### config.mk
export PLATFORM = sky130hd
export DESIGN_NAME = rational_arithmetic_unit
export DESIGN_NICKNAME = d
export VERILOG_FILES = /design/src/rtl/rau_pkg.sv /design/src/rtl/rau_mdu.sv /design/src/rtl/rau_dpath.sv /design/src/rtl/rau_ctrl.sv /design/src/rtl/rational_arithmetic_unit.sv
export SDC_FILE = /design/constraint.sdc
export NUM_CORES = 1
export LEC_CHECK = 0
export ABC_CLOCK_PERIOD_IN_PS = 11800
export BUFFER_PORTS_ARGS = -buffer_cell sky130_fd_sc_hd__buf_2
export CAP_MARGIN = 15
export CORE_ASPECT_RATIO = 1.1
export CORE_MARGIN = 5
export CORE_UTILIZATION = 25
export CTS_BUF_LIST = sky130_fd_sc_hd__clkbuf_8
export DETAILED_ROUTE_END_ITERATION = 10
export PLACE_DENSITY_LB_ADDON = 0.15
export SLEW_MARGIN = 25
export SYNTH_ARGS = -nofsm -noshare
export SYNTH_HDL_FRONTEND = slang
export SYNTH_SLANG_ARGS = --single-unit
### constraint.sdc
create_clock -name clk -period 11.8 [get_ports clk]
set_input_delay 2.36 -clock clk [delete_from_list [all_inputs] [get_ports clk]]
set_output_delay 2.36 -clock clk [all_outputs]
set_load 0.1 [all_outputs]
### src/rtl/rau_pkg.sv
// ----------------------------------------------------------------------------
// rau_pkg
// shared codes, widths and control/status types of the rational arithmetic unit
// ----------------------------------------------------------------------------
package rau_pkg;

  localparam int WORD_BITS_DEF = 32;
  localparam int MODE_W        = 3;
  localparam int ORDER_W       = 2;
  localparam int OP_W          = 4;
  localparam int DSRC_W        = 2;

  // operation selector carried by each input word
  localparam logic [MODE_W-1:0] MODE_LOAD = 3'd0;
  localparam logic [MODE_W-1:0] MODE_ADD  = 3'd1;
  localparam logic [MODE_W-1:0] MODE_SUB  = 3'd2;
  localparam logic [MODE_W-1:0] MODE_MUL  = 3'd3;
  localparam logic [MODE_W-1:0] MODE_DIV  = 3'd4;
  localparam logic [MODE_W-1:0] MODE_CMP  = 3'd5;

  // order codes
  localparam logic [ORDER_W-1:0] ORD_EQ = 2'b00;
  localparam logic [ORDER_W-1:0] ORD_GT = 2'b01;
  localparam logic [ORDER_W-1:0] ORD_LT = 2'b11;

  // datapath register-transfer ops
  localparam logic [OP_W-1:0] OP_IDLE     = 4'd0;
  localparam logic [OP_W-1:0] OP_CAPTURE  = 4'd1;
  localparam logic [OP_W-1:0] OP_LOAD     = 4'd2;
  localparam logic [OP_W-1:0] OP_NAN      = 4'd3;
  localparam logic [OP_W-1:0] OP_WR_P     = 4'd4;
  localparam logic [OP_W-1:0] OP_WR_Q     = 4'd5;
  localparam logic [OP_W-1:0] OP_WR_AD    = 4'd6;
  localparam logic [OP_W-1:0] OP_CMP      = 4'd7;
  localparam logic [OP_W-1:0] OP_SET      = 4'd8;
  localparam logic [OP_W-1:0] OP_SUM      = 4'd9;
  localparam logic [OP_W-1:0] OP_EUC_INIT = 4'd10;
  localparam logic [OP_W-1:0] OP_EUC_STEP = 4'd11;
  localparam logic [OP_W-1:0] OP_AN_QUO   = 4'd12;
  localparam logic [OP_W-1:0] OP_AD_QUO   = 4'd13;
  localparam logic [OP_W-1:0] OP_EMIT     = 4'd14;

  // divider operand sources
  localparam logic [DSRC_W-1:0] DIV_XY = 2'd0;
  localparam logic [DSRC_W-1:0] DIV_AN = 2'd1;
  localparam logic [DSRC_W-1:0] DIV_AD = 2'd2;

  typedef struct packed {
    logic [OP_W-1:0]   op;
    logic              start;      // launch the shared mul/div unit
    logic              is_div;
    logic              mul_a_den;  // multiplicand: 0 acc_num, 1 acc_den
    logic              mul_b_den;  // multiplier: 0 operand_num, 1 operand_den
    logic [DSRC_W-1:0] div_src;
  } rau_cmd_t;

  typedef struct packed {
    logic [MODE_W-1:0] mode;
    logic              fd_zero;
    logic              y_zero;
    logic              g_trivial;  // gcd is one or zero
    logic              pass_end;
    logic              mdu_done;
  } rau_stat_t;

endpackage

### src/rtl/rau_mdu.sv
// ----------------------------------------------------------------------------
// rau_mdu
// shared iterative unit: wrapping shift-add multiply or truncating signed
// divide with remainder, one bit per cycle
// ----------------------------------------------------------------------------
module rau_mdu #(
  parameter int WORD_BITS = rau_pkg::WORD_BITS_DEF
) (
  input  logic                 clk,
  input  logic                 rst,
  input  logic                 start,
  input  logic                 is_div,
  input  logic [WORD_BITS-1:0] a,
  input  logic [WORD_BITS-1:0] b,
  output logic                 done,
  output logic [WORD_BITS-1:0] prod,
  output logic [WORD_BITS-1:0] quo,
  output logic [WORD_BITS-1:0] rem
);

  localparam int W     = WORD_BITS;
  localparam int CNT_W = $clog2(W);

  logic [W-1:0]     acc;
  logic [W-1:0]     sh;
  logic [W-1:0]     dv;
  logic [CNT_W-1:0] cnt;
  logic             busy;
  logic             div_mode;
  logic             neg_q;
  logic             neg_r;
  logic [W:0]       shifted;
  logic [W:0]       diff;
  logic [W-1:0]     mag_a;
  logic [W-1:0]     mag_b;

  assign mag_a   = a[W-1] ? (W'(0) - a) : a;
  assign mag_b   = b[W-1] ? (W'(0) - b) : b;
  assign shifted = {acc, sh[W-1]};
  assign diff    = shifted - {1'b0, dv};

  always_ff @(posedge clk) begin
    if (rst) begin
      busy <= 1'b0;
      done <= 1'b0;
    end else begin
      done <= 1'b0;
      if (start) begin
        busy <= 1'b1;
      end else if (busy && cnt == CNT_W'(W - 1)) begin
        busy <= 1'b0;
        done <= 1'b1;
      end
    end
  end

  always_ff @(posedge clk) begin
    if (start) begin
      acc      <= '0;
      cnt      <= '0;
      div_mode <= is_div;
      neg_q    <= a[W-1] ^ b[W-1];
      neg_r    <= a[W-1];
      if (is_div) begin
        sh <= mag_a;
        dv <= mag_b;
      end else begin
        sh <= b;
        dv <= a;
      end
    end else if (busy) begin
      cnt <= cnt + CNT_W'(1);
      if (div_mode) begin
        // restoring step on magnitudes
        if (!diff[W]) begin
          acc <= diff[W-1:0];
          sh  <= {sh[W-2:0], 1'b1};
        end else begin
          acc <= shifted[W-1:0];
          sh  <= {sh[W-2:0], 1'b0};
        end
      end else begin
        if (sh[0]) begin
          acc <= acc + dv;
        end
        dv <= {dv[W-2:0], 1'b0};
        sh <= {1'b0, sh[W-1:1]};
      end
    end
  end

  assign prod = acc;
  assign quo  = neg_q ? (W'(0) - sh) : sh;
  assign rem  = neg_r ? (W'(0) - acc) : acc;

endmodule

### src/rtl/rau_dpath.sv
// ----------------------------------------------------------------------------
// rau_dpath
// accumulator, operand, product and gcd registers with the output register
// ----------------------------------------------------------------------------
module rau_dpath #(
  parameter int WORD_BITS = rau_pkg::WORD_BITS_DEF
) (
  input  logic                         clk,
  input  logic                         rst,
  input  rau_pkg::rau_cmd_t            cmd,
  output rau_pkg::rau_stat_t           stat,
  input  logic [rau_pkg::MODE_W-1:0]   in_mode,
  input  logic [WORD_BITS-1:0]         in_num,
  input  logic [WORD_BITS-1:0]         in_den,
  output logic [WORD_BITS-1:0]         result_num,
  output logic [WORD_BITS-1:0]         result_den,
  output logic [rau_pkg::ORDER_W-1:0]  order,
  output logic                         same_fields,
  output logic                         whole_number,
  output logic                         not_a_number
);

  localparam int W          = WORD_BITS;
  localparam int MAX_PASSES = 2 * W + 4;
  localparam int PASS_W     = $clog2(MAX_PASSES + 1);

  logic [rau_pkg::MODE_W-1:0]  mode;
  logic [W-1:0]                fn;
  logic [W-1:0]                fd;
  logic [W-1:0]                an;
  logic [W-1:0]                ad;
  logic [W-1:0]                p;
  logic [W-1:0]                q;
  logic [W-1:0]                x;
  logic [W-1:0]                y;
  logic [PASS_W-1:0]           pass;
  logic [rau_pkg::ORDER_W-1:0] ord;

  logic [W-1:0] mdu_a;
  logic [W-1:0] mdu_b;
  logic         mdu_done;
  logic [W-1:0] mdu_prod;
  logic [W-1:0] mdu_quo;
  logic [W-1:0] mdu_rem;

  always_comb begin
    if (cmd.is_div) begin
      case (cmd.div_src)
        rau_pkg::DIV_XY: begin
          mdu_a = x;
          mdu_b = y;
        end
        rau_pkg::DIV_AN: begin
          mdu_a = an;
          mdu_b = x;
        end
        default: begin
          mdu_a = ad;
          mdu_b = x;
        end
      endcase
    end else begin
      mdu_a = cmd.mul_a_den ? ad : an;
      mdu_b = cmd.mul_b_den ? fd : fn;
    end
  end

  rau_mdu #(
    .WORD_BITS(W)
  ) u_mdu (
    .clk   (clk),
    .rst   (rst),
    .start (cmd.start),
    .is_div(cmd.is_div),
    .a     (mdu_a),
    .b     (mdu_b),
    .done  (mdu_done),
    .prod  (mdu_prod),
    .quo   (mdu_quo),
    .rem   (mdu_rem)
  );

  always_ff @(posedge clk) begin
    if (rst) begin
      an   <= '0;
      ad   <= W'(1);
      pass <= '0;
    end else begin
      case (cmd.op)
        rau_pkg::OP_LOAD: begin
          an   <= fn;
          ad   <= fd;
          pass <= '0;
        end
        rau_pkg::OP_NAN: begin
          if (ad == '0 || fd == '0) begin
            ad <= '0;
          end
          pass <= '0;
        end
        rau_pkg::OP_WR_AD: begin
          ad <= mdu_prod;
        end
        rau_pkg::OP_SET: begin
          an <= p;
          ad <= q;
        end
        rau_pkg::OP_SUM: begin
          an <= (mode == rau_pkg::MODE_ADD) ? (p + q) : (p - q);
        end
        rau_pkg::OP_AN_QUO: begin
          an <= mdu_quo;
        end
        rau_pkg::OP_AD_QUO: begin
          ad   <= mdu_quo;
          pass <= pass + PASS_W'(1);
        end
        default: begin
        end
      endcase
    end
  end

  always_ff @(posedge clk) begin
    case (cmd.op)
      rau_pkg::OP_CAPTURE: begin
        mode <= in_mode;
        fn   <= in_num;
        fd   <= in_den;
        ord  <= rau_pkg::ORD_EQ;
      end
      rau_pkg::OP_WR_P: begin
        p <= mdu_prod;
      end
      rau_pkg::OP_WR_Q: begin
        q <= mdu_prod;
      end
      rau_pkg::OP_CMP: begin
        if ($signed(p) > $signed(q)) begin
          ord <= rau_pkg::ORD_GT;
        end else if ($signed(p) < $signed(q)) begin
          ord <= rau_pkg::ORD_LT;
        end else begin
          ord <= rau_pkg::ORD_EQ;
        end
      end
      rau_pkg::OP_EUC_INIT: begin
        x <= an;
        y <= ad;
      end
      rau_pkg::OP_EUC_STEP: begin
        x <= y;
        y <= mdu_rem;
      end
      rau_pkg::OP_EMIT: begin
        result_num   <= an;
        result_den   <= ad;
        order        <= ord;
        same_fields  <= (an == fn) && (ad == fd);
        whole_number <= (ad == W'(1));
        not_a_number <= (ad == '0);
      end
      default: begin
      end
    endcase
  end

  assign stat.mode      = mode;
  assign stat.fd_zero   = (fd == '0);
  assign stat.y_zero    = (y == '0);
  assign stat.g_trivial = (x == W'(1)) || (x == '0);
  assign stat.pass_end  = (pass == PASS_W'(MAX_PASSES));
  assign stat.mdu_done  = mdu_done;

endmodule

### src/rtl/rau_ctrl.sv
// ----------------------------------------------------------------------------
// rau_ctrl
// sequencer: products, euclid gcd passes, reduction and word handshakes
// ----------------------------------------------------------------------------
module rau_ctrl (
  input  logic               clk,
  input  logic               rst,
  input  logic               s_tvalid,
  output logic               s_tready,
  output logic               m_tvalid,
  input  logic               m_tready,
  input  rau_pkg::rau_stat_t stat,
  output rau_pkg::rau_cmd_t  cmd
);

  localparam logic [4:0] S_IDLE     = 5'd0;
  localparam logic [4:0] S_DISPATCH = 5'd1;
  localparam logic [4:0] S_M1       = 5'd2;
  localparam logic [4:0] S_W1       = 5'd3;
  localparam logic [4:0] S_M2       = 5'd4;
  localparam logic [4:0] S_W2       = 5'd5;
  localparam logic [4:0] S_COMBINE  = 5'd6;
  localparam logic [4:0] S_M3       = 5'd7;
  localparam logic [4:0] S_W3       = 5'd8;
  localparam logic [4:0] S_SUM      = 5'd9;
  localparam logic [4:0] S_R_INIT   = 5'd10;
  localparam logic [4:0] S_R_TEST   = 5'd11;
  localparam logic [4:0] S_R_WREM   = 5'd12;
  localparam logic [4:0] S_R_G      = 5'd13;
  localparam logic [4:0] S_R_WAN    = 5'd14;
  localparam logic [4:0] S_R_DAD    = 5'd15;
  localparam logic [4:0] S_R_WAD    = 5'd16;
  localparam logic [4:0] S_EMIT     = 5'd17;

  logic [4:0] state;
  logic [4:0] state_next;
  logic       out_free;

  assign s_tready = (state == S_IDLE);
  assign out_free = !m_tvalid || m_tready;

  always_comb begin
    state_next    = state;
    cmd.op        = rau_pkg::OP_IDLE;
    cmd.start     = 1'b0;
    cmd.is_div    = 1'b0;
    cmd.mul_a_den = 1'b0;
    cmd.mul_b_den = 1'b0;
    cmd.div_src   = rau_pkg::DIV_XY;
    case (state)
      S_IDLE: begin
        if (s_tvalid) begin
          cmd.op     = rau_pkg::OP_CAPTURE;
          state_next = S_DISPATCH;
        end
      end
      S_DISPATCH: begin
        case (stat.mode)
          rau_pkg::MODE_LOAD: begin
            cmd.op     = rau_pkg::OP_LOAD;
            state_next = stat.fd_zero ? S_EMIT : S_R_INIT;
          end
          rau_pkg::MODE_ADD, rau_pkg::MODE_SUB, rau_pkg::MODE_MUL, rau_pkg::MODE_DIV: begin
            cmd.op     = rau_pkg::OP_NAN;
            state_next = S_M1;
          end
          rau_pkg::MODE_CMP: begin
            state_next = S_M1;
          end
          default: begin
            state_next = S_EMIT;
          end
        endcase
      end
      S_M1: begin
        cmd.start     = 1'b1;
        cmd.mul_b_den = (stat.mode != rau_pkg::MODE_MUL);
        state_next    = S_W1;
      end
      S_W1: begin
        if (stat.mdu_done) begin
          cmd.op     = rau_pkg::OP_WR_P;
          state_next = S_M2;
        end
      end
      S_M2: begin
        cmd.start     = 1'b1;
        cmd.mul_a_den = 1'b1;
        cmd.mul_b_den = (stat.mode == rau_pkg::MODE_MUL);
        state_next    = S_W2;
      end
      S_W2: begin
        if (stat.mdu_done) begin
          cmd.op     = rau_pkg::OP_WR_Q;
          state_next = S_COMBINE;
        end
      end
      S_COMBINE: begin
        if (stat.mode == rau_pkg::MODE_CMP) begin
          cmd.op     = rau_pkg::OP_CMP;
          state_next = S_EMIT;
        end else if (stat.mode == rau_pkg::MODE_ADD || stat.mode == rau_pkg::MODE_SUB) begin
          state_next = S_M3;
        end else begin
          cmd.op     = rau_pkg::OP_SET;
          state_next = S_R_INIT;
        end
      end
      S_M3: begin
        cmd.start     = 1'b1;
        cmd.mul_a_den = 1'b1;
        cmd.mul_b_den = 1'b1;
        state_next    = S_W3;
      end
      S_W3: begin
        if (stat.mdu_done) begin
          cmd.op     = rau_pkg::OP_WR_AD;
          state_next = S_SUM;
        end
      end
      S_SUM: begin
        cmd.op     = rau_pkg::OP_SUM;
        state_next = S_R_INIT;
      end
      S_R_INIT: begin
        if (stat.pass_end) begin
          state_next = S_EMIT;
        end else begin
          cmd.op     = rau_pkg::OP_EUC_INIT;
          state_next = S_R_TEST;
        end
      end
      S_R_TEST: begin
        if (stat.y_zero) begin
          state_next = S_R_G;
        end else begin
          cmd.start   = 1'b1;
          cmd.is_div  = 1'b1;
          cmd.div_src = rau_pkg::DIV_XY;
          state_next  = S_R_WREM;
        end
      end
      S_R_WREM: begin
        if (stat.mdu_done) begin
          cmd.op     = rau_pkg::OP_EUC_STEP;
          state_next = S_R_TEST;
        end
      end
      S_R_G: begin
        if (stat.g_trivial) begin
          state_next = S_EMIT;
        end else begin
          cmd.start   = 1'b1;
          cmd.is_div  = 1'b1;
          cmd.div_src = rau_pkg::DIV_AN;
          state_next  = S_R_WAN;
        end
      end
      S_R_WAN: begin
        if (stat.mdu_done) begin
          cmd.op     = rau_pkg::OP_AN_QUO;
          state_next = S_R_DAD;
        end
      end
      S_R_DAD: begin
        cmd.start   = 1'b1;
        cmd.is_div  = 1'b1;
        cmd.div_src = rau_pkg::DIV_AD;
        state_next  = S_R_WAD;
      end
      S_R_WAD: begin
        if (stat.mdu_done) begin
          cmd.op     = rau_pkg::OP_AD_QUO;
          state_next = S_R_INIT;
        end
      end
      S_EMIT: begin
        if (out_free) begin
          cmd.op     = rau_pkg::OP_EMIT;
          state_next = S_IDLE;
        end
      end
      default: begin
        state_next = S_IDLE;
      end
    endcase
  end

  always_ff @(posedge clk) begin
    if (rst) begin
      state    <= S_IDLE;
      m_tvalid <= 1'b0;
    end else begin
      state <= state_next;
      if (cmd.op == rau_pkg::OP_EMIT) begin
        m_tvalid <= 1'b1;
      end else if (m_tready) begin
        m_tvalid <= 1'b0;
      end
    end
  end

endmodule

### src/rtl/rational_arithmetic_unit.sv
// ----------------------------------------------------------------------------
// rational_arithmetic_unit
// accumulator fraction with load, add, subtract, multiply, divide and compare,
// reduced after each change by repeated euclid gcd
// ----------------------------------------------------------------------------
//
//   channel   dir   payload (lsb first)                         handshake
//   s_*       in    mode, operand_num, operand_den              tvalid/tready
//   m_*       out   result_num, result_den, order,              tvalid/tready
//                   same_fields, whole_number, not_a_number
//
// one word is worked on at a time; every multiply, remainder and quotient runs
// on a single shared shift-add / restoring unit; an item costs 2 to 3 products
// (none for a load) plus, per reduction pass, one remainder per euclid step
// (up to about 46) and two quotients; a common factor or a negative gcd forces
// extra passes
// rst (synchronous, high) gives acc 0/1 and an empty output register
// a finished result waits in the output register while the next word is
// taken; the sequencer only stalls if a second result is ready before then
//
module rational_arithmetic_unit #(
  parameter int WORD_BITS = rau_pkg::WORD_BITS_DEF
) (
  input  logic                                  clk,
  input  logic                                  rst,
  // input words
  input  logic                                  s_tvalid,
  output logic                                  s_tready,
  // mode, operand_num, operand_den, zero pad
  input  logic [((3 + 2 * WORD_BITS + 7) / 8) * 8 - 1:0] s_tdata,
  // result words
  output logic                                  m_tvalid,
  input  logic                                  m_tready,
  // result_num, result_den, order, same_fields, whole_number, not_a_number, zero pad
  output logic [((5 + 2 * WORD_BITS + 7) / 8) * 8 - 1:0] m_tdata
);

  localparam int W      = WORD_BITS;
  localparam int MW     = rau_pkg::MODE_W;
  localparam int OW     = rau_pkg::ORDER_W;
  localparam int OUT_W  = 2 * W + OW + 3;
  localparam int OUT_TW = ((5 + 2 * WORD_BITS + 7) / 8) * 8;

  rau_pkg::rau_cmd_t  cmd;
  rau_pkg::rau_stat_t stat;

  logic [W-1:0]  result_num;
  logic [W-1:0]  result_den;
  logic [OW-1:0] order;
  logic          same_fields;
  logic          whole_number;
  logic          not_a_number;
  logic [OUT_W-1:0] out_word;

  // sequencer: owns both handshakes
  rau_ctrl u_ctrl (
    .clk     (clk),
    .rst     (rst),
    .s_tvalid(s_tvalid),
    .s_tready(s_tready),
    .m_tvalid(m_tvalid),
    .m_tready(m_tready),
    .stat    (stat),
    .cmd     (cmd)
  );

  // registers, shared mul/div unit and result register
  rau_dpath #(
    .WORD_BITS(W)
  ) u_dpath (
    .clk         (clk),
    .rst         (rst),
    .cmd         (cmd),
    .stat        (stat),
    .in_mode     (s_tdata[MW-1:0]),
    .in_num      (s_tdata[MW +: W]),
    .in_den      (s_tdata[MW + W +: W]),
    .result_num  (result_num),
    .result_den  (result_den),
    .order       (order),
    .same_fields (same_fields),
    .whole_number(whole_number),
    .not_a_number(not_a_number)
  );

  // pack the result word, pad bits zero
  assign out_word = {not_a_number, whole_number, same_fields, order, result_den, result_num};
  assign m_tdata  = OUT_TW'(out_word);

endmodule

; ---- Yosys cells after proc, flatten, opt, wreduce, memory -nomap -nowiden
; Index checks and enable logic that the tools add are counted.
[word_totals]
ff_bits = 449
wordCells = 202
[classes]
add_sub_neg = 10
magnitude_cmp = 2
n_eq_ne = 54
muxes = 74
bitwise = 1
n_reduce_logical = 33
[ops]
columns = operator, count
row1 = 32-bit two-way mux, 22
row2 = 32-bit one-hot mux with 2 select lines, 3
row3 = 32-bit one-hot mux with 5 select lines, 1
row4 = 32-bit logical NOT, 4
row5 = 32-bit one-hot mux with 4 select lines, 1
row6 = 1-bit by 32-bit subtractor with 32-bit output (first input constant), 4
row7 = 5-bit one-hot mux with 18 select lines, 1
row8 = 32-bit adder, 2
row9 = 32-bit by 1-bit equality test with 1-bit output (second input constant), 2
row10 = 32-bit equality test, 2
row11 = 5-bit two-way mux, 12
row12 = 4-bit one-hot mux with 12 select lines, 1
row13 = 5-bit by 4-bit equality test with 1-bit output (second input constant), 8
row14 = 33-bit by 32-bit subtractor with 33-bit output, 1
row15 = 32-bit > comparator, 1
row16 = 32-bit less-than comparator, 1
row17 = 4-bit two-way mux, 8
row18 = 32-bit subtractor, 1
row19 = 4-bit equality test (second input constant), 7
row20 = 5-bit by 3-bit equality test with 1-bit output (second input constant), 4
row21 = 4-bit by 3-bit equality test with 1-bit output (second input constant), 4
row22 = 2-bit by 1-bit inequality test with 1-bit output (second input constant), 8
row23 = 5-bit equality test (second input constant), 3
row24 = 7-bit one-hot mux with 2 select lines, 1
row25 = other kinds (34), 72

; ---- Logic depth before layout (Yosys ltp)
; Gate-level depths: netlist of run 1.
[logic_depth]
depth_word = 11
ltp_mapped = 20
depth_no_buf = 15

; ---- Modules after synthesis
; From an unflattened synthesis of run 1, not the netlist that was laid out.
[hier_totals]
cells_unflattened = 3444
hier_area_um2 = 31986.9
[modules_own_cells]
columns = mod, n_inst, cells_each, area_each_um2
row1 = rau_dpath, 1, 1867, 19546.2
row2 = rau_mdu, 1, 1422, 11353.4
row3 = rau_ctrl, 1, 148, 1038.5
row4 = rational_arithmetic_unit, 1, 7, 48.8

; ---- Least setup slack after synthesis of run 1
; Ideal clock, no wire load.
[synth_timing]
kind = input port to flip-flop
start = input port m_tready
end = register u_dpath.x[0], enable pin
t_arrival_ps = 9166
required_time_ps = 11276
slack_ps = 2110
stages = 4
path_buffers = 0
cell_sequence = nor2b_1 > nor2_1 > nor3_1 > a31oi_1
[synth_between]
elab_chain_len = 5
elab_cells_between_ends = 6
classes_between = eq/ne (2) / mux (2) / reduce/logical (2)
[synth_rtl]
columns = element, line_no
row1 = "start, declared", rational_arithmetic_unit.sv:33  ; input logic m_tready,
row2 = 1-bit logical OR (*), rau_ctrl.sv:40  ; assign out_free = !m_tvalid || m_tready;
row3 = 4-bit two-way mux (*), rau_ctrl.sv:178  ; if (out_free) begin
row4 = 4-bit one-hot mux with 12 select lines (*), rau_ctrl.sv:50  ; case (state)
row5 = 4-bit equality test, rau_dpath.sv:125  ; case (cmd.op)
row6 = 2-bit nonzero test (no source line) (*), n/a
row7 = "end signal, assigned", rau_dpath.sv:148  ; x <= an;
row8 = "end signal, assigned", rau_dpath.sv:152  ; x <= y;
row9 = "end, declared", rau_dpath.sv:34  ; logic [W-1:0] x;
; Mark *: on every way between the ends. The rest lies on a longest branch, timed or not.
; A chain may end at the register's enable or synchronous reset.

; ---- Worst setup path after layout of run 1
[layout_timing]
start = register u_dpath.y[15]
end = register u_dpath.u_mdu.sh[28], data pin
[layout_between]
elab_chain_len = 8
elab_cells_between_ends = 10
classes_between = add/sub (1) / mux (8) / reduce/logical (1)
[layout_rtl]
columns = element, line_no
row1 = "start, declared", rau_dpath.sv:35  ; logic [W-1:0] y;
row2 = "start signal, assigned", rau_dpath.sv:153  ; y <= mdu_rem;
row3 = 32-bit logical NOT (*), rau_dpath.sv:170  ; assign stat.y_zero = (y == '0);
row4 = 2-bit two-way mux (*), rau_ctrl.sv:134  ; if (stat.y_zero) begin
row5 = 1-bit one-hot mux with 3 select lines, rau_ctrl.sv:50
row6 = 32-bit two-way mux, rau_dpath.sv:47  ; if (cmd.is_div) begin
row7 = 1-bit by 32-bit subtractor with 32-bit output, rau_mdu.sv:37  ; assign mag_a = a[W-1] ? (W'(0) - a) : a;
row8 = 32-bit two-way mux, rau_mdu.sv:37
row9 = 32-bit two-way mux, rau_mdu.sv:64  ; if (is_div) begin
row10 = 32-bit two-way mux (*), rau_mdu.sv:58  ; if (start) begin
row11 = "end signal, assigned", rau_mdu.sv:65  ; sh <= mag_a;
row12 = "end signal, assigned", rau_mdu.sv:77  ; sh <= {sh[W-2:0], 1'b1};
row13 = "end signal, assigned", rau_mdu.sv:80  ; sh <= {sh[W-2:0], 1'b0};
row14 = "end, declared", rau_mdu.sv:25  ; logic [W-1:0] sh;
; Marked as above.

==> qor.yml, run 1 <==
run_status:
  status: "finished clean"
floorplanning:
  die_height_um: 387
  coreArea_sq_mm: 0.128
  start_util_pct: 25.1
  die_w_um: 352
  io_pins: 150
  rows: 138
  die_area_sq_mm: 0.136
yosys:
  synth.area.top_cells: "edfxtp_1, dfxtp_1, ha_1"
  synthTopCellsByCount: "edfxtp_1, nand2_1, nor2_1"
  synth_seq_cells: 449
  synth_most_common_cell: "edfxtp_1"
  synth_largest_area_cell: "edfxtp_1"
  ys_seq_area_share_pct: 38.2
  async_flop_share_pct: 0
  avgSynthCellArea_sq_um: 8.99
  yosys_warnings: 0
  synth-edff-count: 333
  netlist_area_sq_mm: 0.0323
  yosys.area.top_type_share_pct: 31.0
  ys_types: 106
  synth-main-ff-cell: "edfxtp_1"
  syn_inst: 3587
worst_setup_path:
  critPathBufInv: 2
  cp_cell_sequence: "nor4_1 -> nand4_1 -> o31ai_4 -> buf_4 -> buf_4 -> o2111ai_1 -> o21ai_0 -> nand4_1 -> o41a_1 -> o21bai_1 -> a21oi_1 -> xor2_1 -> a21oi_1"
  cp-end-kind: "register"
  start_kind: "register"
  cp_slowest_cell: "nor4_1"
  max_stage_delay_ns: 1.01
  crit_fanout: 43
  worstPathArrival_ns: 6.55
  crit_family: "compound AO/OA/AOI/OAI gates"
  r2r_setup_slack_ns: 5.76
  required_ns: 12.31
  worst-setup-path-type: "register to register"
sta:
  period_share_pct: 51.2
  rsz0062_at_grt: "no"
  tns_ns: 0
  hold_viol_final: 0
  slew_viol_final: 0
  finClkSkew_ns: 0.0462
  maxSlewHeadroom_pct: 21.0
  min_period_ns: 6.04
  fmax_ghz: 0.166
  max_slew.worst_pin.slew_ns: 1.17
  setup_viol: 0
  holdWs_ns: 0.420
cts:
  clk_root_buffer_cell: "clkbuf_8"
  htreeDepth: 3
  clockBufferDepth: 3
  postCtsSetupRepairBufs: 0
  cts_buffers: 86
  clk_latency_ns: 0.80
  cts_resized: 0
  ctsHoldBuffers: 0
  cts.clk_slew.worst_paths_ns: 0.07
  cts.sinks: 449
  cts_tree: "done"
drt:
  ant_nets: 0
  drt_iter0_markers: 3289
  via_count: 31259
  drc: 0
  wirelength_mm: 168
  dr.pass1.iters: 6
  wl_per_cell_um: 31.0
  vias_per_cell: 5.76
power:
  pwr-share-comb_pct: 51.5
  p_per_area_mw_per_mm2: 269
  seq_power_share_pct: 32.7
  p_total_mw: 9.89
  peakVddDrop_mv: 0.120
  power.leakage_nw: 14.0
  swShare_pct: 51.7
  power.clock.fraction_pct: 15.8
  internal_power_mw: 4.78
  switchingPower_mw: 5.12
global_routing:
  grt_pass1_wl_mm: 233
  grt_usage_pct: 23.6
  grt_pass1_vias: 29466
  grt_max_degree: 70
  antenna_found_initial: 12
  grt_overflow: 0
cells_and_area:
  fin_area_sq_mm: 0.0367
  syn2layout_area_growth_pct: 13.9
  final_nets: 3892
  layout-drive-gt1-share_pct: 13.1
  post-route-util_pct: 28.6
  n_fill_cell: 13878
placed_design:
  gp_congestion: 0.938
  port_buffers: 141
  hpwlAfterDp_mm: 126
  post_dp_cell_area_sq_mm: 0.0351
min_path:
  hp-class: "register to register"
job:
  max_cap_violations: 0
## layout make-up
cell class                 count  area (sq um)  share of cell area, %
antenna                        5          12.5                 0.0340
clock buffer                  94          1290                   3.52
clock inverter                62           337                  0.916
inverter                     127           477                   1.30
multi-input combinational   2766         18700                   50.9
sequential                   449         12300                   33.5
tap                         1680          2100                   5.72
timing repair buffer         248          1510                   4.11
## worst register-to-register path: cells and delay by family (launching register included)
| kind | cells | cell delay, ns |
|---|---|---|
| flops | 1 | 0.47 |
| xor+xnor | 1 | 0.23 |
| compound gates | 7 | 2.26 |
| simple gates | 3 | 1.88 |
| buf+inv | 2 | 0.93 |
## final timing paths
check / start / to / depth (start not counted)
setup reg to reg: u_dpath.y[15]$_DFFE_PP_ / u_dpath.u_mdu.sh[28]$_DFFE_PP_ / 13
hold reg to reg: u_dpath.ord[1]$_SDFFCE_PN0P_ / u_dpath.order[1]$_DFFE_PP_ / 0
hold / removal: u_dpath.ord[1]$_SDFFCE_PN0P_ / u_dpath.order[1]$_DFFE_PP_ / 0
setup / recovery: u_dpath.y[15]$_DFFE_PP_ / u_dpath.u_mdu.sh[28]$_DFFE_PP_ / 13
## state kept, by name, indices dropped and copies added, names as in the netlist, 2 cells and up
signal              count
u_ctrl.state            5
u_dpath.ad             32
u_dpath.ord             2
u_dpath.order           2
u_dpath.u_mdu.dv       32
u_dpath.mode            3
u_dpath.y              32
u_dpath.fn             32
u_dpath.result_den     32
u_dpath.an             32
u_dpath.u_mdu.sh       32
u_dpath.fd             32
u_dpath.q              32
u_dpath.u_mdu.prod     32
u_dpath.p              32
u_dpath.u_mdu.cnt       5
u_dpath.result_num     32
u_dpath.pass            7
u_dpath.x              32
## routing by layer
layer | vias up | part of all wire (%) | GRT usage (%)
li1 | 13804 | - | -
met1 | 15446 | 40 | 29.2
met2 | 1598 | 45 | 37.3
met3 | 407 | 7.5 | 4.38
met4 | 4 | 7.9 | 15.9
met5 | - | 0.016 | 0
## through the flow
stage	cells	setup WS, ns
after global placement	5269	5.93
after floorplan	3589	2.11
final	5431	5.76
after global routing	5427	5.71
after detailed placement	5270	6.06
after CTS	5426	5.98
## layout by cell type, fill, tap and decap left out, drive strengths merged, types with 24 or more instances in the layout
cell type	netlist	layout
o21ai	289	289
o31ai	38	38
a211oi	46	46
buf	65	248
nor2b	26	26
xor2	164	164
mux2	42	42
mux2i	99	99
a21oi	248	248
or4	24	24
a222oi	31	31
nor3	93	93
ha	134	134
xnor2	102	102
edfxtp	333	333
inv	127	163
nand4	31	31
a31oi	45	45
or3	31	31
a221oi	25	25
nand2	311	311
dfxtp	116	116
clkbuf	182	94
nor4	60	60
o211ai	68	68
o221ai	35	35
nand2b	30	30
and3	25	25
o21bai	25	25
a21o	55	55
nand3	69	69
nor2	296	296
## cells by family after synthesis
| family | synth area share [%] |
|---|---|
| compound gates | 24.3 |
| simple gates | 15.8 |
| other cells | 0.0116 |
| buf+inv | 4.56 |
| xor+xnor | 7.22 |
| fa+ha+maj | 5.45 |
| flops | 38.2 |
| mux | 4.55 |
## power by group through the flow
stage          clock network [mW]  logic, mW  registers, mW
2_1_floorplan                   0       3.22           2.69
3_3_place_gp                    0       4.97           3.22
3_5_place_dp                    0       4.98           3.21
4_1_cts                      1.60       5.01           3.19
5_1_grt                      1.67       5.45           3.21
6_report                     1.57       5.09           3.24
No activity file was read; power rests on OpenSTA's default activity.
==> run 2, diff against run 1 <==
Settings changed: ABC_AREA from default to 1, ABC_CLOCK_PERIOD_IN_PS 11800 to 5900.
Clock period 11.8 ns to 5.9 ns, I/O delays scaled along.
==> qor.yml, run 2 <==
drt:
  via_count: 35140
  drc: 0
  wl_per_cell_um: 27.9
  wirelength_mm: 187
  dr.pass1.iters: 7
  vias_per_cell: 5.24
  drt_iter0_markers: 4106
  ant_nets: 0
worst_setup_path:
  reg2regPathDepth: 18
  cp_cell_sequence: "nor2_1 -> nand2_1 -> nor2_1 -> nand2_1 -> nor2_2 -> nand2_2 -> nand2_2 -> nand2_8 -> inv_4 -> nand2_1 -> nand2_1 -> inv_2 -> nand2_1 -> nand2_2 -> nor2_2 -> nand4_1 -> nand3_1 -> a21oi_1"
  max_stage_delay_ns: 0.52
  required_ns: 6.45
  crit_top_cell: "nand2_1"
  worst-setup-path-type: "register to register"
  cp-end-kind: "register"
  start_kind: "register"
  worstPathArrival_ns: 5.39
  crit_fanout: 34
  cp_slowest_cell: "nand2_1"
cts:
  cts_buffers: 91
  htreeDepth: 3
  cts.clk_slew.worst_paths_ns: 0.06
  ctsHoldBuffers: 0
  cts.sinks: 449
  postCtsSetupRepairBufs: 0
  clockBufferDepth: 3
  clk_root_buffer_cell: "clkbuf_8"
  cts_tree: "done"
  clk_latency_ns: 0.83
  cts_resized: 0
cells_and_area:
  n_fill_cell: 14922
  layout_commonest_cell: "nand2_1"
  final_nets: 5051
  syn2layout_area_growth_pct: 13.8
  layout-drive-gt1-share_pct: 9.81
  ff_latch_area_sq_mm: 0.0123
  layout_common_cells: "nand2_1, inv_1, nor2_1"
  layout.cells.non_filler: 6707
  fin_area_sq_mm: 0.0385
  multiInputGateArea_sq_mm: 0.0184
global_routing:
  grt_pass1_wl_mm: 257
  grt_usage_pct: 25.1
  grt_max_degree: 93
  grt_overflow: 0
  grt_pass1_vias: 33203
  antenna_found_initial: 15
sta:
  setup_viol: 0
  maxSlewHeadroom_pct: 26.8
  slew_viol_final: 0
  max_slew.worst_pin.slew_ns: 1.10
  period_share_pct: 81.9
  rsz0062_at_grt: "no"
  hold_viol_final: 0
  finClkSkew_ns: 0.0751
  min_period_ns: 4.83
  tns_ns: 0
  fmax_ghz: 0.207
power:
  peakVddDrop_mv: 0.348
  power.leakage_nw: 15.9
  p_per_area_mw_per_mm2: 495
  p_total_mw: 19.1
yosys:
  synthTopCellsByCount: "nand2_1, inv_1, nor2_1"
  syn_inst: 4706
  ys_types: 66
  yosys.area.top_type_share_pct: 29.6
  synth-main-ff-cell: "edfxtp_1"
  avgSynthCellArea_sq_um: 7.18
  synth.area.top_cells: "edfxtp_1, nand2_1, dfxtp_1"
  synth_seq_cells: 449
  synth_largest_area_cell: "edfxtp_1"
  netlist_area_sq_mm: 0.0338
  yosys_warnings: 0
  synth_most_common_cell: "nand2_1"
  ys_seq_area_share_pct: 36.5
  synth-edff-count: 333
  async_flop_share_pct: 0
job:
  max_cap_violations: 0
placed_design:
  hpwlAfterDp_mm: 148
  post_dp_cell_area_sq_mm: 0.0366
  port_buffers: 141
  dp.cells: 6531
  gp_congestion: 0.970
floorplanning:
  coreArea_sq_mm: 0.134
  die_height_um: 396
  die_w_um: 360
  die_area_sq_mm: 0.143
  rows: 141
  io_pins: 150
  start_util_pct: 25.2
run_status:
  status: "finished clean"
min_path:
  min_delay_path_depth: 0
  hp-class: "register to register"
[run 2: path summary, 6_finish.rpt]
check / slack (ns) / startpoint / to
worst max-delay path: 1.07 / u_dpath.x[1]$_DFFE_PP_ / u_dpath.u_mdu.sh[26]$_DFFE_PP_
worst min-delay path: 0.42 / u_dpath.ord[1]$_SDFFCE_PN0P_ / u_dpath.order[1]$_DFFE_PP_
worst max register to register: 1.07 / u_dpath.x[1]$_DFFE_PP_ / u_dpath.u_mdu.sh[26]$_DFFE_PP_
worst min register to register: 0.42 / u_dpath.ord[1]$_SDFFCE_PN0P_ / u_dpath.order[1]$_DFFE_PP_
[run 2: area by class of cell]
cell class / count / share of cell area, %
Antenna cell: 5 / 0.0325
Clock buffer: 100 / 3.58
Clock inverter: 71 / 1.08
Inverter: 597 / 5.84
Multi-Input combinational cell: 3465 / 47.8
Sequential cell: 449 / 32.0
Tap cell: 1787 / 5.81
Timing Repair Buffer: 233 / 3.79
[run 2: where the power goes]
group	switching, mW	internal (mW)	total [mW]
registers	1.32	4.32	5.64
clock network	1.62	1.70	3.32
logic	7.20	2.89	10.1
[run 2: cell families after synthesis]
kind of cell             Yosys count  synth area share [%]
AND/OR/NAND/NOR                 2071                  25.8
AO/OA/AOI/OAI                   1083                  18.7
buffers and inverters            794                  9.46
flip-flops                       449                  36.5
XOR/XNOR                         168                  4.36
adder cells (fa/ha/maj)          138                  5.20
multiplexers                       2                0.0593
other                              1                0.0111
[run 2: critical path, delay by kind of cell (launching register included)]
kind	cells	cell delay (ns)
AO/OA/AOI/OAI	1	0.07
buffers and inverters	2	0.79
flip-flops	1	0.45
AND/OR/NAND/NOR	15	3.20
[run 2: metal layers]
metal / up-vias / part of all wire [%] / track usage [%]
met2: 1650 / 45 / 40.9
met4: 2 / 6.7 / 14.3
met1: 16895 / 40 / 31.3
met5: - / 0.0048 / 0
met3: 418 / 7.6 / 4.59
li1: 16175 / - / -
[run 2: through the flow]
stage | setup WS [ns] | hold WS, ns | util [%]
floorplan | 0.325 | 0.400 | -
global placement | 1.27 | 0.402 | 27.3
detailed placement | 1.26 | 0.407 | 27.3
CTS | 1.22 | 0.420 | 28.6
global route | 0.892 | 0.447 | 28.6
finish | 1.07 | 0.420 | 28.6
